### config.mk
export PLATFORM = sky130hd
export DESIGN_NAME = lzbd_queue
export DESIGN_NICKNAME = d
export VERILOG_FILES = /design/src/hdl/lzbd_pkg.sv /design/src/hdl/lzbd_queue.sv
export SDC_FILE = /design/constraint.sdc
export NUM_CORES = 1
export LEC_CHECK = 0
export BUFFER_PORTS_ARGS = -buffer_cell sky130_fd_sc_hd__buf_2
export CAP_MARGIN = 20
export CORE_ASPECT_RATIO = 1.2
export CORE_UTILIZATION = 41
export DETAILED_ROUTE_END_ITERATION = 16
export PLACE_DENSITY_LB_ADDON = 0.25
export REMOVE_ABC_BUFFERS = 1
export SYNTH_ARGS = -nofsm -noshare
export SYNTH_HDL_FRONTEND = slang
export SYNTH_SLANG_ARGS = --single-unit
### constraint.sdc
create_clock -name clk -period 5.7 [get_ports clk]
set_input_delay 0.285 -clock clk [delete_from_list [all_inputs] [get_ports clk]]
set_output_delay 0.285 -clock clk [all_outputs]
set_load 0.005 [all_outputs]
### src/hdl/lzbd_pkg.sv
`default_nettype none
package lzbd_pkg;
  localparam int WindowBytesDef = 4096;
  localparam int HeaderBytesDef = 14;
  localparam int OutLanesDef = 8;

  typedef struct packed {
    logic [7:0] in_byte;
    logic       packet_start;
  } in_word_t;

  typedef struct packed {
    logic [63:0] out_data;
    logic [3:0]  out_count;
    logic        out_last;
    logic        out_done;
  } out_word_t;

  // Work handed from the front (bit decoder) to the back (history / packer).
  localparam logic [1:0] CMD_LIT  = 2'd0;
  localparam logic [1:0] CMD_COPY = 2'd1;
  localparam logic [1:0] CMD_NONE = 2'd2;

  typedef struct packed {
    logic [1:0]  cmd;
    logic [7:0]  lit;
    logic [12:0] off;
    logic [8:0]  len;
    logic        done;
  } cmd_t;

  // Decode phases.
  localparam logic [4:0] PH_HEADER = 5'd0;
  localparam logic [4:0] PH_TOP    = 5'd1;
  localparam logic [4:0] PH_LIT    = 5'd2;
  localparam logic [4:0] PH_C1     = 5'd3;
  localparam logic [4:0] PH_C2     = 5'd4;
  localparam logic [4:0] PH_C3     = 5'd5;
  localparam logic [4:0] PH_C4     = 5'd6;
  localparam logic [4:0] PH_COUNT  = 5'd7;
  localparam logic [4:0] PH_RUN    = 5'd8;
  localparam logic [4:0] PH_D      = 5'd9;
  localparam logic [4:0] PH_E      = 5'd10;
  localparam logic [4:0] PH_EXT    = 5'd11;
  localparam logic [4:0] PH_EXIT   = 5'd12;
  localparam logic [4:0] PH_DH     = 5'd13;
  localparam logic [4:0] PH_DP     = 5'd14;
  localparam logic [4:0] PH_DM     = 5'd15;
  localparam logic [4:0] PH_DX     = 5'd16;
  localparam logic [4:0] PH_DTERM  = 5'd17;
  localparam logic [4:0] PH_DT     = 5'd18;
  localparam logic [4:0] PH_LOW    = 5'd19;
  localparam logic [4:0] PH_DONE   = 5'd20;
endpackage
`default_nettype wire

### src/hdl/lzbd_queue.sv
`default_nettype none
// Two-entry command queue between decoder and back end.
module lzbd_queue (
  input  wire logic           clk,
  input  wire logic           rst,
  input  wire lzbd_pkg::cmd_t wr_data,
  input  wire logic           wr_valid,
  output logic                wr_ready,
  output lzbd_pkg::cmd_t      rd_data,
  output logic                rd_valid,
  input  wire logic           rd_ready
);
  import lzbd_pkg::*;
  cmd_t       mem [2];
  logic       wp;
  logic       rp;
  logic [1:0] cnt;

  assign wr_ready = cnt != 2'd2;
  assign rd_valid = cnt != 2'd0;
  assign rd_data = mem[rp];

  always_ff @(posedge clk) begin
    if (wr_valid && wr_ready) mem[wp] <= wr_data;
  end

  always_ff @(posedge clk) begin
    if (rst) begin
      wp <= 1'b0;
      rp <= 1'b0;
      cnt <= '0;
    end else begin
      if (wr_valid && wr_ready) wp <= !wp;
      if (rd_valid && rd_ready) rp <= !rp;
      cnt <= 2'(cnt + {1'b0, wr_valid && wr_ready} - {1'b0, rd_valid && rd_ready});
    end
  end
endmodule
`default_nettype wire

Yosys cells after proc, flatten, opt, wreduce, memory -nomap -nowiden
Memories as Yosys holds them, arrays and structs flattened. A register that Yosys moved wholly into a read port is not among the register bits.
Index checks and enable logic that the tools add are counted.
- RAM bits: 66
- bits in registers: 4
- memories kept: 1
- bits of input ports: 37
- logic and storage cells: 16
- reductions and logical operators: 5
- equal/unequal tests: 1
- add/subtract/negate cells: 2
- muxes and demuxes: 4
- memories (memory ; depth ; width ; rd ports ; clocked after Yosys merged registers in ; write ports ; line ; source):
    mem ; 2 ; 33 ; 1 ; 1 ; 1 ; lzbd_queue.sv:14 ; cmd_t mem [2];
- operator list (operator ; number):
    1-bit 2-to-1 mux ; 4
    2-bit by 1-bit adder with 2-bit output ; 1
    1-bit logical AND ; 2
    1-bit logical NOT ; 2
    2-bit inequality test (second input constant) ; 1
    2-bit nonzero test ; 1
    2-bit by 1-bit subtractor with 2-bit output ; 1

Depth between registers and ports, before layout
- depth after elaboration: 4
- gate-level depth with buffers: 6
- depth with buffers taken out: 6

Least setup slack after synthesis
OpenSTA, ideal clock, no wires.
- kind: register to register
- start point: register cnt[0]
- end point: memory mem[1][0] (netlist name), enable pin
- cell stages (with the launch flop): 3
- setup time: 393 ps
- path buffers: 0
- arrival: 1448 ps
- slack: 3858 ps
- cell sequence: dfxtp_1 -> nand2b_1 -> and3_1
- cells in the longest elaborated chain, start to end: 4
- RTL lines (element ; line ; source):
    from (decl) ; lzbd_queue.sv:17 ; logic [1:0] cnt;
    from (signal assigned) ; lzbd_queue.sv:35 ; cnt <= 2'(cnt + {1'b0, wr_valid && wr_ready} - {1'b0, rd_valid && rd_ready});
    2-bit inequality test ; lzbd_queue.sv:19 ; assign wr_ready = cnt != 2'd2;
    named net wr_ready ; lzbd_queue.sv:8 ; output logic wr_ready,
    1-bit logical AND ; lzbd_queue.sv:24 ; if (wr_valid && wr_ready) mem[wp] <= wr_data;
    1-bit 2-to-1 mux ; lzbd_queue.sv:24 ;
    1-bit 2-to-1 mux (implied by the code) ; lzbd_queue.sv:24 ;
    to (decl) ; lzbd_queue.sv:14 ;
The timed path passes the listed nets, and every way through them passes these cells.

==> qor.json <==
{
  "worst-r2r-cell-count": {"value": 6},
  "cts.hold.buffers_added": {"value": 0},
  "crit_family": {"value": "buffers and inverters"},
  "remaining_drc_errors": {"value": 0},
  "io_buf_count": {"value": 71},
  "synth-seq-area-share": {"value": 78.86, "unit": "%"},
  "drt_first_iter_violations": {"value": 42},
  "max-vdd-ir-drop": {"value": 0.2315, "unit": "mV"},
  "grt_remaining_overflow": {"value": 0},
  "ys_ff_latch": {"value": 71},
  "cellPowerDensity": {"value": 403.4, "unit": "nW/um^2"},
  "cts_setup_buffers": {"value": 0},
  "hold_path_startpoint": {"value": "wr_data[26]"},
  "max_cap_violations": {"value": 0},
  "final_layout_size_suffix_gt1_share": {"value": 41.74, "unit": "%"},
  "leakagePower": {"value": 1.275, "unit": "nW"},
  "worst_hold_path.num_cells": {"value": 1},
  "timing.critical_path.cells": {"value": "buf_4 -> mux2_1 -> buf_2"},
  "final.period_utilization": {"value": 35.31, "unit": "%"},
  "initial_core_util": {"value": 43.08, "unit": "%"},
  "instances_no_fill": {"value": 300},
  "critPathMaxFanout": {"value": 28},
  "area_growth": {"value": 26.35, "unit": "%"},
  "place_inst": {"value": 284},
  "pwr-share-clk": {"value": 34.6, "unit": "%"},
  "grt_use_total": {"value": 13.90, "unit": "%"},
  "hold_violations": {"value": 0},
  "grt_setup_unrepaired": {"value": "no"},
  "share_seq_of_total_power": {"value": 48.5, "unit": "%"},
  "die_w": {"value": 75.25, "unit": "um"},
  "cts-resized-gates": {"value": 0},
  "cts-root-to-sink-buffers": {"value": 2},
  "timing.reg2reg.setup_slack": {"value": 4.09, "unit": "ns"},
  "maximum_number_of_pins_on_one_net_before_global_route_repair": {"value": 34},
  "postRouteWirelength": {"value": 4359, "unit": "um"},
  "final-max-slew-violation-count": {"value": 0},
  "tritoncts_clock_tree": {"value": "built"},
  "detail_route.wl_per_cell": {"value": 14.53, "unit": "um"},
  "worstHoldEndpoint": {"value": "mem[1][26]"},
  "timing.rr.start": {"value": "cnt[1]"},
  "worstPathRequired": {"value": 5.41, "unit": "ns"},
  "timing.critical_path.to_type": {"value": "output pin"},
  "cpMaxStageDelayCell": {"value": "dfxtp_1"},
  "die-area": {"value": 6765, "unit": "sq um"},
  "first_global_vias": {"value": 1367},
  "final.setup.tns": {"value": 0, "unit": "ns"},
  "power.switching": {"value": 311.2, "unit": "uW"},
  "drtPass1Iterations": {"value": 4},
  "antennaDiodeCount": {"value": 0},
  "grt_antenna_before_repair": {"value": 0},
  "period_minus_slack": {"value": 2.013, "unit": "ns"},
  "synth.lib_cells_used.distinct": {"value": 23},
  "overall_power_consumption": {"value": 1.345, "unit": "mW"},
  "hpwlAfterDp": {"value": 2791, "unit": "um"},
  "worst_slew_margin_rel": {"value": 69.52, "unit": "%"},
  "first_pass_grt_wire_length": {"value": 6520, "unit": "um"},
  "startpoint_types": {"value": "flop"},
  "sw_frac_of_total": {"value": 23.13, "unit": "%"},
  "path_buf_inv": {"value": 2},
  "die-height": {"value": 89.90, "unit": "um"},
  "route.vias.total": {"value": 1398},
  "tightest_slew": {"value": 0.4572, "unit": "ns"},
  "timing.setup.critical_path_class": {"value": "flop to output pin"},
  "hold-worst-slack": {"value": 0.1330, "unit": "ns"},
  "critPathMaxStageDelay": {"value": 0.45, "unit": "ns"},
  "crit-reg2reg-capture": {"value": "cnt[1]"},
  "filler_cell_count": {"value": 543},
  "finalNetCount": {"value": 251},
  "rows": {"value": 31},
  "cts.sinks": {"value": 71},
  "holdCritPathClass": {"value": "input pin to flop"},
  "status": {"value": "finished, final reports clean"},
  "cts-buffers-inserted": {"value": 9},
  "power_report.internal_total": {"value": 1.034, "unit": "mW"},
  "data_arrival_time_at_the_worst_slack_endpoint": {"value": 1.73, "unit": "ns"},
  "postSynthAreaPerCell": {"value": 20.00, "unit": "sq um"},
  "num_io_pins": {"value": 72},
  "mappedNetlistArea": {"value": 2640, "unit": "sq um"},
  "p_comb_share": {"value": 16.9, "unit": "%"},
  "max_freq": {"value": 496.8, "unit": "MHz"},
  "clk_latency": {"value": 0.33, "unit": "ns"},
  "number_of_nets_still_failing_antenna_checks_after_routing": {"value": 0},
  "cts.htree.levels": {"value": 3},
  "gp_congestion": {"value": 0.6356},
  "ctsRootBufferMaster": {"value": "clkbuf_8"},
  "final-setup-viol-count": {"value": 0},
  "syn_inst": {"value": 132},
  "yosys_warnings": {"value": 0},
  "vias_per_cell": {"value": 4.660},
  "clk_pin_slew": {"value": 0.08, "unit": "ns"},
  "coreArea": {"value": 6128, "unit": "sq um"},
  "worst_clock_skew": {"value": 0.009102, "unit": "ns"}
}
[power by group through the flow]
stage / Clock (mW) / Combinational, mW / Sequential, mW
6_report: 0.465 / 0.227 / 0.653
4_1_cts: 0.474 / 0.234 / 0.654
5_1_grt: 0.495 / 0.253 / 0.659
3_3_place_gp: 0 / 0.230 / 0.664
2_1_floorplan: 0 / 0.113 / 0.675
3_5_place_dp: 0 / 0.231 / 0.666
[layer usage]
layer / up-vias / track usage [%] / share of wire [%]
met4: 0 / 7.870 / 1.3
li1: 677 / - / -
met1: 675 / 14.93 / 40
met3: 6 / 4.933 / 5.0
met5: - / 0 / 0
met2: 40 / 23.05 / 53
[how the worst max path moves through the flow]
stage / slack (ns) / cells after the start / to / start
global placement: 4.05 / 3 / rd_data[5] / flop
CTS: 3.64 / 3 / rd_data[30] / flop
detailed placement: 4.02 / 3 / rd_data[18] / flop
finish: 3.69 / 3 / rd_data[30] / flop
global route: 3.56 / 3 / rd_data[30] / flop
floorplan: 3.86 / 2 / mem[1][0] / cnt[0]
[per-stage QoR]
stage / utilization [%] / worst slack (ns) / cell area [sq um]
floorplan: - / 3.858 / 2620
global placement: 50.59 / 4.049 / 3100
CTS: 54.43 / 3.636 / 3336
detailed placement: 50.59 / 4.025 / 3100
global route: 54.43 / 3.562 / 3336
finish: 54.43 / 3.687 / 3336
[worst register-to-register path, stage by stage, from the launching register on]
cell     delay, ns
dfxtp_1       0.44
nor2b_1       0.24
o21ba_1       0.16
nor2_1        0.04
ha_1          0.19
nor4_1        0.36
nor3_2        0.07
[area by class of cell]
| class | instances | area [sq um] | share of cell area [%] |
|---|---|---|---|
| multi-input cells | 56 | 534.3 | 16.02 |
| clock buffers | 9 | 123.9 | 3.713 |
| inverters | 1 | 3.754 | 0.1125 |
| flip-flops and latches | 71 | 2082 | 62.42 |
| repair buffers | 74 | 377.9 | 11.33 |
| clock inverters | 7 | 111.4 | 3.338 |
| well taps | 82 | 102.6 | 3.076 |
[cell families after synthesis]
group | after synthesis | synth area share (%)
muxes | 33 | 14.08
DFF | 71 | 78.86
and+or+nand+nor | 15 | 3.697
xor gates and xnor gates | 1 | 0.3318
adders and majority gates | 1 | 0.4739
AOI/OAI and AO/OA | 6 | 1.658
buffers and inverters | 5 | 0.9004
[cell usage in the layout (no fill, tap or decap), types with 2 or more instances in the layout]
cell type,count
nor2_1,4
buf_2,71
edfxtp_1,66
mux2_1,33
clkinv_2,2
bufinv_16,3
and3_1,2
dfxtp_1,5
clkbuf_8,9
nor2b_1,2
buf_4,3
[cell usage after synthesis]
cell      instances  area [sq um]
a21bo_1           1         10.01
a21oi_1           1         5.000
and3_1            2         12.51
buf_2             4         20.02
dfxtp_1           5         100.1
edfxtp_1         66          1982
ha_1              1         12.51
inv_1             1         3.750
mux2_1           33         371.6
nand2b_1          1         6.260
nand3_1           1         5.000
nand3b_1          1         7.510
nor2_1            4         15.01
nor2b_1           2         12.51
nor3_2            1         10.01
nor4_1            1         6.260
nor4bb_2          1         16.27
o21ai_0           1         5.000
o21ai_1           1         5.000
o21ba_1           1         10.01
o31a_1            1         8.760
or2_1             1         6.260
xor2_1            1         8.760
[sequential cells by signal, summed over array words and instances, names as in the netlist, named ones only]
signal / count
mem: 66
wp: 1
cnt: 2
rp: 1
Power figures use the tool's default switching activity.
