--- src/hdl/lzbd_pkg.sv ---
`default_nettype none
package lzbd_pkg;
  localparam int WindowBytesDef = 4096;
  localparam int HeaderBytesDef = 14;
  localparam int OutLanesDef = 8;

  typedef struct packed {
    logic [7:0] in_byte;
    logic       packet_start;
  } in_word_t;

  typedef struct packed {
    logic [63:0] out_data;
    logic [3:0]  out_count;
    logic        out_last;
    logic        out_done;
  } out_word_t;

  // Work handed from the front (bit decoder) to the back (history / packer).
  localparam logic [1:0] CMD_LIT  = 2'd0;
  localparam logic [1:0] CMD_COPY = 2'd1;
  localparam logic [1:0] CMD_NONE = 2'd2;

  typedef struct packed {
    logic [1:0]  cmd;
    logic [7:0]  lit;
    logic [12:0] off;
    logic [8:0]  len;
    logic        done;
  } cmd_t;

  // Decode phases.
  localparam logic [4:0] PH_HEADER = 5'd0;
  localparam logic [4:0] PH_TOP    = 5'd1;
  localparam logic [4:0] PH_LIT    = 5'd2;
  localparam logic [4:0] PH_C1     = 5'd3;
  localparam logic [4:0] PH_C2     = 5'd4;
  localparam logic [4:0] PH_C3     = 5'd5;
  localparam logic [4:0] PH_C4     = 5'd6;
  localparam logic [4:0] PH_COUNT  = 5'd7;
  localparam logic [4:0] PH_RUN    = 5'd8;
  localparam logic [4:0] PH_D      = 5'd9;
  localparam logic [4:0] PH_E      = 5'd10;
  localparam logic [4:0] PH_EXT    = 5'd11;
  localparam logic [4:0] PH_EXIT   = 5'd12;
  localparam logic [4:0] PH_DH     = 5'd13;
  localparam logic [4:0] PH_DP     = 5'd14;
  localparam logic [4:0] PH_DM     = 5'd15;
  localparam logic [4:0] PH_DX     = 5'd16;
  localparam logic [4:0] PH_DTERM  = 5'd17;
  localparam logic [4:0] PH_DT     = 5'd18;
  localparam logic [4:0] PH_LOW    = 5'd19;
  localparam logic [4:0] PH_DONE   = 5'd20;
endpackage
`default_nettype wire

--- src/hdl/lzbd_front.sv ---
`default_nettype none
// Bit-flag decoder: consumes one input word, walks flag bits one per cycle,
// issues one command per cycle at most.
module lzbd_front #(
  parameter int HeaderBytes = 14
) (
  input  wire logic              clk,
  input  wire logic              rst,
  input  wire lzbd_pkg::in_word_t in_word,
  input  wire logic              in_valid,
  output logic                   in_ready,
  output lzbd_pkg::cmd_t         cmd,
  output logic                   cmd_valid,
  input  wire logic              cmd_ready
);
  import lzbd_pkg::*;

  logic       busy;
  logic [7:0] byte_val;
  logic       byte_ready;
  logic       was_done;
  logic [4:0] phase;
  logic [8:0] flag_bits;
  logic [3:0] header_count;
  logic [8:0] match_length;
  logic [3:0] distance_high;
  logic [6:0] literal_left;
  logic       stream_done;

  logic [4:0] phase_next;
  logic [8:0] flag_next;
  logic [3:0] hc_next;
  logic [8:0] ml_next;
  logic [3:0] dh_next;
  logic [6:0] ll_next;
  logic       sd_next;
  logic       br_next;
  logic       stop;
  logic       issue;
  cmd_t       c;
  logic [9:0] s;
  logic       bit_ok;
  logic       b;
  logic [8:0] fb_bit;
  logic [8:0] ml_c4;

  assign in_ready = !busy;

  always_comb begin
    s = {flag_bits, 1'b0};
    fb_bit = flag_bits;
    bit_ok = 1'b1;
    b = 1'b0;
    if (s[7:0] != 8'd0) begin
      fb_bit = {1'b0, s[7:0]};
      b = s[8];
    end else if (byte_ready) begin
      fb_bit = {byte_val, 1'b1};
      b = byte_val[7];
    end else begin
      bit_ok = 1'b0;
    end
  end

  assign ml_c4 = 9'((match_length << 1) - 9'd2 + {8'd0, b});

  always_comb begin
    phase_next = phase;
    flag_next = flag_bits;
    hc_next = header_count;
    ml_next = match_length;
    dh_next = distance_high;
    ll_next = literal_left;
    sd_next = stream_done;
    br_next = byte_ready;
    stop = 1'b0;
    issue = 1'b0;
    c = '0;
    c.cmd = CMD_LIT;
    c.lit = byte_val;
    c.off = 13'({distance_high, byte_val}) + 13'd1;
    c.len = match_length;
    unique case (phase)
      PH_HEADER, PH_LIT, PH_RUN, PH_EXT, PH_LOW: begin
        if (!byte_ready) stop = 1'b1;
        else begin
          br_next = 1'b0;
          if (phase == PH_HEADER) begin
            if (header_count < 4'(HeaderBytes)) hc_next = header_count + 4'd1;
            else begin
              flag_next = 9'({byte_val, 2'b10});
              phase_next = PH_TOP;
            end
          end else if (phase == PH_LIT) begin
            issue = 1'b1;
            phase_next = PH_TOP;
          end else if (phase == PH_RUN) begin
            issue = 1'b1;
            if (literal_left != 7'd0) ll_next = literal_left - 7'd1;
            if (literal_left <= 7'd1) phase_next = PH_TOP;
          end else if (phase == PH_EXT) begin
            if (byte_val != 8'd0) begin
              ml_next = {1'b0, byte_val} + 9'd8;
              phase_next = PH_DH;
            end else phase_next = PH_EXIT;
          end else begin
            issue = 1'b1;
            c.cmd = CMD_COPY;
            phase_next = PH_TOP;
          end
        end
      end
      PH_DONE: stop = 1'b1;
      default: begin
        if (!bit_ok) stop = 1'b1;
        else begin
          flag_next = fb_bit;
          if (s[7:0] == 8'd0) br_next = 1'b0;
          unique case (phase)
            PH_TOP: phase_next = b ? PH_C1 : PH_LIT;
            PH_C1:  phase_next = b ? PH_D : PH_C2;
            PH_C2: begin
              ml_next = 9'd4 + {8'd0, b};
              phase_next = PH_C3;
            end
            PH_C3:  phase_next = b ? PH_C4 : PH_DH;
            PH_C4: begin
              ml_next = ml_c4;
              if (ml_c4 == 9'd9) begin
                dh_next = 4'd0;
                ll_next = 7'd4;
                phase_next = PH_COUNT;
              end else phase_next = PH_DH;
            end
            PH_COUNT: begin
              dh_next = {distance_high[2:0], b};
              if (literal_left <= 7'd1) begin
                ll_next = 7'({3'd0, dh_next} + 7'd3) << 2;
                phase_next = PH_RUN;
              end else ll_next = literal_left - 7'd1;
            end
            PH_D: begin
              if (!b) begin
                ml_next = 9'd2;
                dh_next = 4'd0;
                phase_next = PH_LOW;
              end else phase_next = PH_E;
            end
            PH_E: begin
              if (!b) begin
                ml_next = 9'd3;
                phase_next = PH_DH;
              end else phase_next = PH_EXT;
            end
            PH_EXIT: begin
              if (b) phase_next = PH_TOP;
              else begin
                sd_next = 1'b1;
                phase_next = PH_DONE;
              end
            end
            PH_DH: begin
              if (!b) begin
                dh_next = 4'd0;
                phase_next = PH_LOW;
              end else phase_next = PH_DP;
            end
            PH_DP: begin
              dh_next = {3'd0, b};
              phase_next = PH_DM;
            end
            PH_DM: begin
              if (b) phase_next = PH_DX;
              else if (distance_high != 4'd0) phase_next = PH_LOW;
              else begin
                dh_next = 4'd1;
                phase_next = PH_DT;
              end
            end
            PH_DX: begin
              dh_next = 4'(4'd4 | {distance_high[2:0], b});
              phase_next = PH_DTERM;
            end
            PH_DTERM: phase_next = b ? PH_LOW : PH_DT;
            PH_DT: begin
              dh_next = {distance_high[2:0], b};
              phase_next = PH_LOW;
            end
            default: phase_next = PH_TOP;
          endcase
        end
      end
    endcase
    if (stop) begin
      issue = 1'b1;
      c.cmd = CMD_NONE;
      c.done = stream_done && !was_done;
    end
  end

  // A stop is sent as a NONE word only to close off the item's output.
  assign cmd = c;
  assign cmd_valid = busy && issue;

  always_ff @(posedge clk) begin
    if (rst) begin
      busy <= 1'b0;
      phase <= PH_HEADER;
      flag_bits <= '0;
      header_count <= '0;
      match_length <= '0;
      distance_high <= '0;
      literal_left <= '0;
      stream_done <= 1'b0;
      byte_ready <= 1'b0;
      was_done <= 1'b0;
      byte_val <= '0;
    end else if (!busy) begin
      if (in_valid) begin
        busy <= 1'b1;
        byte_val <= in_word.in_byte;
        byte_ready <= 1'b1;
        if (in_word.packet_start) begin
          phase <= PH_HEADER;
          flag_bits <= '0;
          header_count <= '0;
          match_length <= '0;
          distance_high <= '0;
          literal_left <= '0;
          stream_done <= 1'b0;
          was_done <= 1'b0;
        end else was_done <= stream_done;
      end
    end else if (!issue || cmd_ready) begin
      if (stop) busy <= 1'b0;
      else begin
        phase <= phase_next;
        flag_bits <= flag_next;
        header_count <= hc_next;
        match_length <= ml_next;
        distance_high <= dh_next;
        literal_left <= ll_next;
        stream_done <= sd_next;
        byte_ready <= br_next;
      end
    end
  end
endmodule
`default_nettype wire

--- config.mk ---
export PLATFORM = sky130hd
export DESIGN_NAME = lzbd_front
export DESIGN_NICKNAME = d
export VERILOG_FILES = /design/src/hdl/lzbd_pkg.sv /design/src/hdl/lzbd_front.sv
export SDC_FILE = /design/constraint.sdc
export NUM_CORES = 1
export LEC_CHECK = 0
export ABC_CLOCK_PERIOD_IN_PS = 5400
export BUFFER_PORTS_ARGS = -buffer_cell sky130_fd_sc_hd__buf_2
export CAP_MARGIN = 20
export CORE_MARGIN = 2
export CORE_UTILIZATION = 55
export CTS_BUF_LIST = sky130_fd_sc_hd__clkbuf_8
export DETAILED_ROUTE_END_ITERATION = 8
export GPL_TIMING_DRIVEN = 0
export PLACE_DENSITY_LB_ADDON = 0.08
export REMOVE_ABC_BUFFERS = 1
export SYNTH_ARGS = -nofsm -noshare
export SYNTH_HDL_FRONTEND = slang
export SYNTH_SLANG_ARGS = --single-unit
export TNS_END_PERCENT = 10
--- constraint.sdc ---
create_clock -name clk -period 5.4 [get_ports clk]
set_clock_uncertainty 0.05 [all_clocks]
set_input_delay 0.81 -clock clk [delete_from_list [all_inputs] [get_ports clk]]
set_output_delay 0.81 -clock clk [all_outputs]
set_load 0.02 [all_outputs]
# == After elaboration in Yosys (flattened, before gate mapping) ==
# Index checks and enable logic that the tools add are counted.
# op_classes
n_addsub,8
n_lt_le_gt_ge,2
n_eq_ne,58
mux,130
bitwise_logic,1
n_reduce_logical,27
# ops
cell,n
two-way mux 9 bit,14
two-way mux 7 bit,13
two-way mux 5 bit,17
two-way mux 4 bit,21
case mux 5 bit (15 select lines),1
two-way mux 8 bit,9
two-way mux 1 bit,43
"inequality test 3 bit, second input constant",14
"equality test 5 x 4 -> 1 bit, second input constant",8
case mux 9 bit (4 select lines),1
case mux 7 bit (2 select lines),2
"equality test 5 bit, second input constant",5
case mux 4 bit (6 select lines),1
"equality test 5 x 3 -> 1 bit, second input constant",4
"inequality test 4 bit, second input constant",5
AND reduction 10 bit,2
case mux 9 bit (2 select lines),1
case mux 8 bit (2 select lines),1
AND reduction 15 bit,1
"inequality test 2 x 1 -> 1 bit, second input constant",7
nonzero test 7 bit,2
"adder 12 x 1 -> 13 bit, second input constant",1
AND reduction 13 bit,1
AND reduction 11 bit,1
other kinds (39),51
# word_totals
register_bits,49
in_bits,13
out_inout_bits,35
elab_cells,237

# == Depth between registers and ports, before layout ==
# depth
ltp_word,12
depth_mapped,9
mapped_depth_nobuf,9

# == Worst setup path after synthesis ==
# Ideal clock, no wire load.
# synth_timing
kind,register -> output
start,register phase[3]
end,output port cmd_valid
arrival_ps,1902
required_time_ps,4540
slack_ps,2638
path_stages_with_launch,8
path_buffers,2
cell_sequence,dfxtp_1 buf_2 a2111o_1 o31a_1 clkbuf_1 o211ai_1 a31oi_1 nor2_1
# synth_between
word_cells_on_any_way,16
cone_classes,eq/ne (5); mux (8); reduce/logical (3)
# synth_lines
item,line,rtl
"start, declared",lzbd_front.sv:22,logic [4:0] phase;
"start signal, assigned",lzbd_front.sv:237,phase <= phase_next;
equality test 5 x 2 -> 1 bit (tied with other cells),lzbd_front.sv:83,unique case (phase)
OR reduction 5 bit,--,
case mux 1 bit (2 select lines) (*),lzbd_front.sv:83,
net stop,lzbd_front.sv:38,logic stop;
two-way mux 1 bit (*),lzbd_front.sv:194,if (stop) begin
logical AND 1 bit (*),lzbd_front.sv:203,assign cmd_valid = busy && issue;
"end, declared",lzbd_front.sv:13,"output logic cmd_valid,"
# Mark *: on every way through the listed nets, which the timed path passes. The rest lies on a longest branch.

# == Final worst setup path ==
# layout_timing
start,register phase[0]
end,register phase[3]
# layout_between
elab_chain_len,12
word_cells_on_any_way,52
cone_classes,eq/ne (28); mux (19); reduce/logical (5)
# layout_lines
item,line,rtl
equality test 5 x 4 -> 1 bit,"lzbd_front.sv:83, lzbd_front.sv:101",
two-way mux 1 bit,lzbd_front.sv:101,end else if (phase == PH_EXT) begin
two-way mux 1 bit,lzbd_front.sv:97,end else if (phase == PH_RUN) begin
two-way mux 1 bit,lzbd_front.sv:94,end else if (phase == PH_LIT) begin
two-way mux 1 bit,lzbd_front.sv:88,if (phase == PH_HEADER) begin
two-way mux 1 bit,lzbd_front.sv:85,if (!byte_ready) stop = 1'b1;
two-way mux 1 bit,lzbd_front.sv:83,
two-way mux 1 bit,lzbd_front.sv:194,
logical NOT 1 bit,lzbd_front.sv:234,end else if (!issue || cmd_ready) begin
logical OR 1 bit,lzbd_front.sv:234,
inequality test 2 x 1 -> 1 bit (no line),--,
AND reduction 10 bit (no line),--,
# Several ways; a longest one is shown, not always the timed one. The select of a mux whose other input is x is not followed.
# A chain may end at the register's enable or synchronous reset.

==> impl_results.md <==
* RSZ-0062 raised after global routing: no
* Post-Route WL at 10820 µm
* Die area at 0.007626 mm²
* DR vias at 4085
* Fin nets at 561
* Post-Synthesis Cells at 524
* Post-CTS sizing at 0
* Syn Area/Cell at 7.288 µm²
* Static leakage at 1.563 nW
* Worst-path clk slew at 110 ps
* Utilization after layout at 60.91%
* Least-Margin Pin Slew at 1071 ps
* Crit end category: flop
* Critical Path AT at 4300 ps
* CTS Hold Bufs at 0
* First-pass GRT wire length at 17550 µm
* Initial core utilization at 56.52%
* Gr usage total at 28.58%
* Via density at 6.578
* CORE AREA at 0.006756 mm²
* Final hold viol count at 0
* Status: complete, no violations
* WS Path Type: reg -> reg
* Drt drc at 0
* Setup Viol. Count Final at 0
* Worst-Skew Late Latency at 320 ps
* # diodes at 0
* Root buf cell: clkbuf_8
* # port buffers at 47
* Wire per inst at 17.43 µm
* Area Overhead vs Synth at 7.765%
* Sequential area share after synthesis at 25.69%
* Unique masters post-synth at 73
* Post-synth ARST share at 0%
* Die Ht at 87.33 µm
* Die Span X at 87.33 µm
* CP Launch Type: flop
* Yosys warning count at 0
* Iteration-0 DRC Markers at 374
* Critical Path RT at 5560 ps
* Clk sinks at 49
* CTS tree: yes
* Min Tclk post-route at 4137 ps
* Final TNS setup at 0 ps
* H-tree depth at 2
* Post-synth EDFFs at 0
* Max-Cap Viols at 0
* Main synth FF type: dfxtp_1
* Gr ovfl total at 0
* Final worst-path cycle share at 76.61%
* Worst min path class: reg -> reg
* CP max FO at 23
* # IOs at 48
* Slew margin rel. at 28.62%
* Share of cells above drive strength 1 at 13.31%
* Pwr Total at 843.4 µW
* Vias in the first global route at 3496
* Pwr dens at 204.9 mW/mm²
* CTS Buf Count at 5
* Peak VDD IR at 0.0001249 V
* Post-CTS setup buffers at 0
* Antenna Nets Post-Route at 0
* Row count at 30
* Fmax at 241.7 MHz
* Largest net degree at the start of global routing at 55
* Drt pass-1 iters at 5
* Register bit count reported by yosys at 49
* RD Place Congestion at 0.9399
* HPWL after DPL at 7437 µm
* Max Buffers Root-to-Sink at 2
* Placed Area at 0.004000 mm²
* Mapped Area at 0.003819 mm²
* Final instance area at 0.004115 mm²
* Final slew viol count at 0
* Initial antenna violation count at 0
* Worst hold slack at 408.6 ps
[power breakdown]
group          internal, mW  switching (mW)
Clock                 0.139           0.140
Combinational        0.0610           0.106
Sequential            0.372          0.0253
Total                 0.572           0.271
[stage by stage]
stage          cells  setup WS, ps
3_3_place_gp     613          1496
5_1_grt          621         933.7
6_report         621          1263
3_5_place_dp     613          1437
4_1_cts          621          1414
2_1_floorplan    486          2192
[synth_stat cells (all sizes together), types with 2 or more instances]
cell,count,area share (%)
or2,2,0.33
nand4,7,1.1
buf,10,1.3
a211oi,7,1.4
o21ai,33,4.4
inv,16,1.6
a21oi,50,6.9
nor2,35,3.4
nand3,19,2.6
clkbuf,28,2.8
nor3b,3,0.59
nor3,31,4.1
or4,3,0.69
o311ai,4,0.92
o2111ai,3,0.69
o22a,2,0.46
nor2b,7,1.1
nand2,63,6.3
nor4,4,0.66
o32ai,3,0.69
nand3b,2,0.39
a21boi,3,0.59
or3,9,1.6
ha,8,2.6
and3b,2,0.46
o22ai,13,2.1
o31ai,3,0.95
xor2,11,2.5
a311oi,2,0.46
dfxtp,49,26
a31oi,7,1.1
o211ai,5,0.98
nand2b,14,2.3
xnor2,13,3.2
a211o,3,0.69
a2111o,2,0.59
o31a,3,0.92
mux2,5,1.7
o221ai,3,0.69
mux2i,11,2.9
and3,9,1.5
[worst paths after layout]
check	from	end	slack (ps)	cells past startpoint
worst max-delay path	phase[0]	phase[3]	1260	6
worst min-delay path	was_done	was_done	410	2
worst max register to register	phase[0]	phase[3]	1260	6
worst min register to register	was_done	was_done	410	2
[flip-flops by register name, summed over array words and instances (netlist names)]
| signal | cells |
|---|---|
| stream_done | 1 |
| byte_ready | 1 |
| phase | 5 |
| was_done | 1 |
| byte_val | 8 |
| literal_left | 7 |
| header_count | 4 |
| match_length | 9 |
| distance_high | 4 |
| busy | 1 |
| flag_bits | 8 |
[metal layers]
layer | part of all wire, % | global-route usage, %
met3 | 7.5 | 4.265
met1 | 45 | 40.27
met5 | 0 | 0
met2 | 46 | 45.39
met4 | 1.5 | 7.832
[worst max-delay path: stages (launching register included)]
cell and delay (ps):
dfxtp_1 820, nand2_1 550, o31ai_4 880, nand4_1 340
o22ai_1 830, nor2_1 280, o32ai_1 290
[layout make-up]
type / instances / area, µm²
Clock buffer: 5 / 68.82
Timing Repair Buffer: 47 / 235.2
Clock inverter: 3 / 46.29
Sequential cell: 49 / 980.9
Tap cell: 80 / 100.1
Fill cell: 643 / 2641
Multi-Input combinational cell: 420 / 2620
Inverter: 17 / 63.81
[placed cells by master, fill, tap and decap left out, types with 9 or more instances in the layout]
cell / netlist / final
inv_1: 15 / 15
a21oi_1: 48 / 48
nand2b_1: 14 / 14
xnor2_1: 12 / 12
mux2i_1: 11 / 11
nand2_1: 62 / 62
o21ai_0: 32 / 32
nor3_1: 31 / 31
nand3_1: 18 / 18
o22ai_1: 13 / 13
nor2_1: 35 / 35
buf_2: 6 / 47
dfxtp_1: 49 / 49
and3_1: 9 / 9
xor2_1: 11 / 11
[logic make-up (layout without fill, tap and decap cells)]
| group | after synthesis | in the layout | synth area share (%) |
|---|---|---|---|
| AOI/OAI and AO/OA | 159 | 159 | 27.88 |
| xor gates and xnor gates | 24 | 24 | 5.701 |
| adders and majority gates | 8 | 8 | 2.621 |
| buffers and inverters | 55 | 72 | 5.701 |
| DFF | 49 | 49 | 25.69 |
| muxes | 16 | 16 | 4.554 |
| and+or+nand+nor | 213 | 213 | 27.85 |
Note: power is estimated with default switching activity, not from simulation.
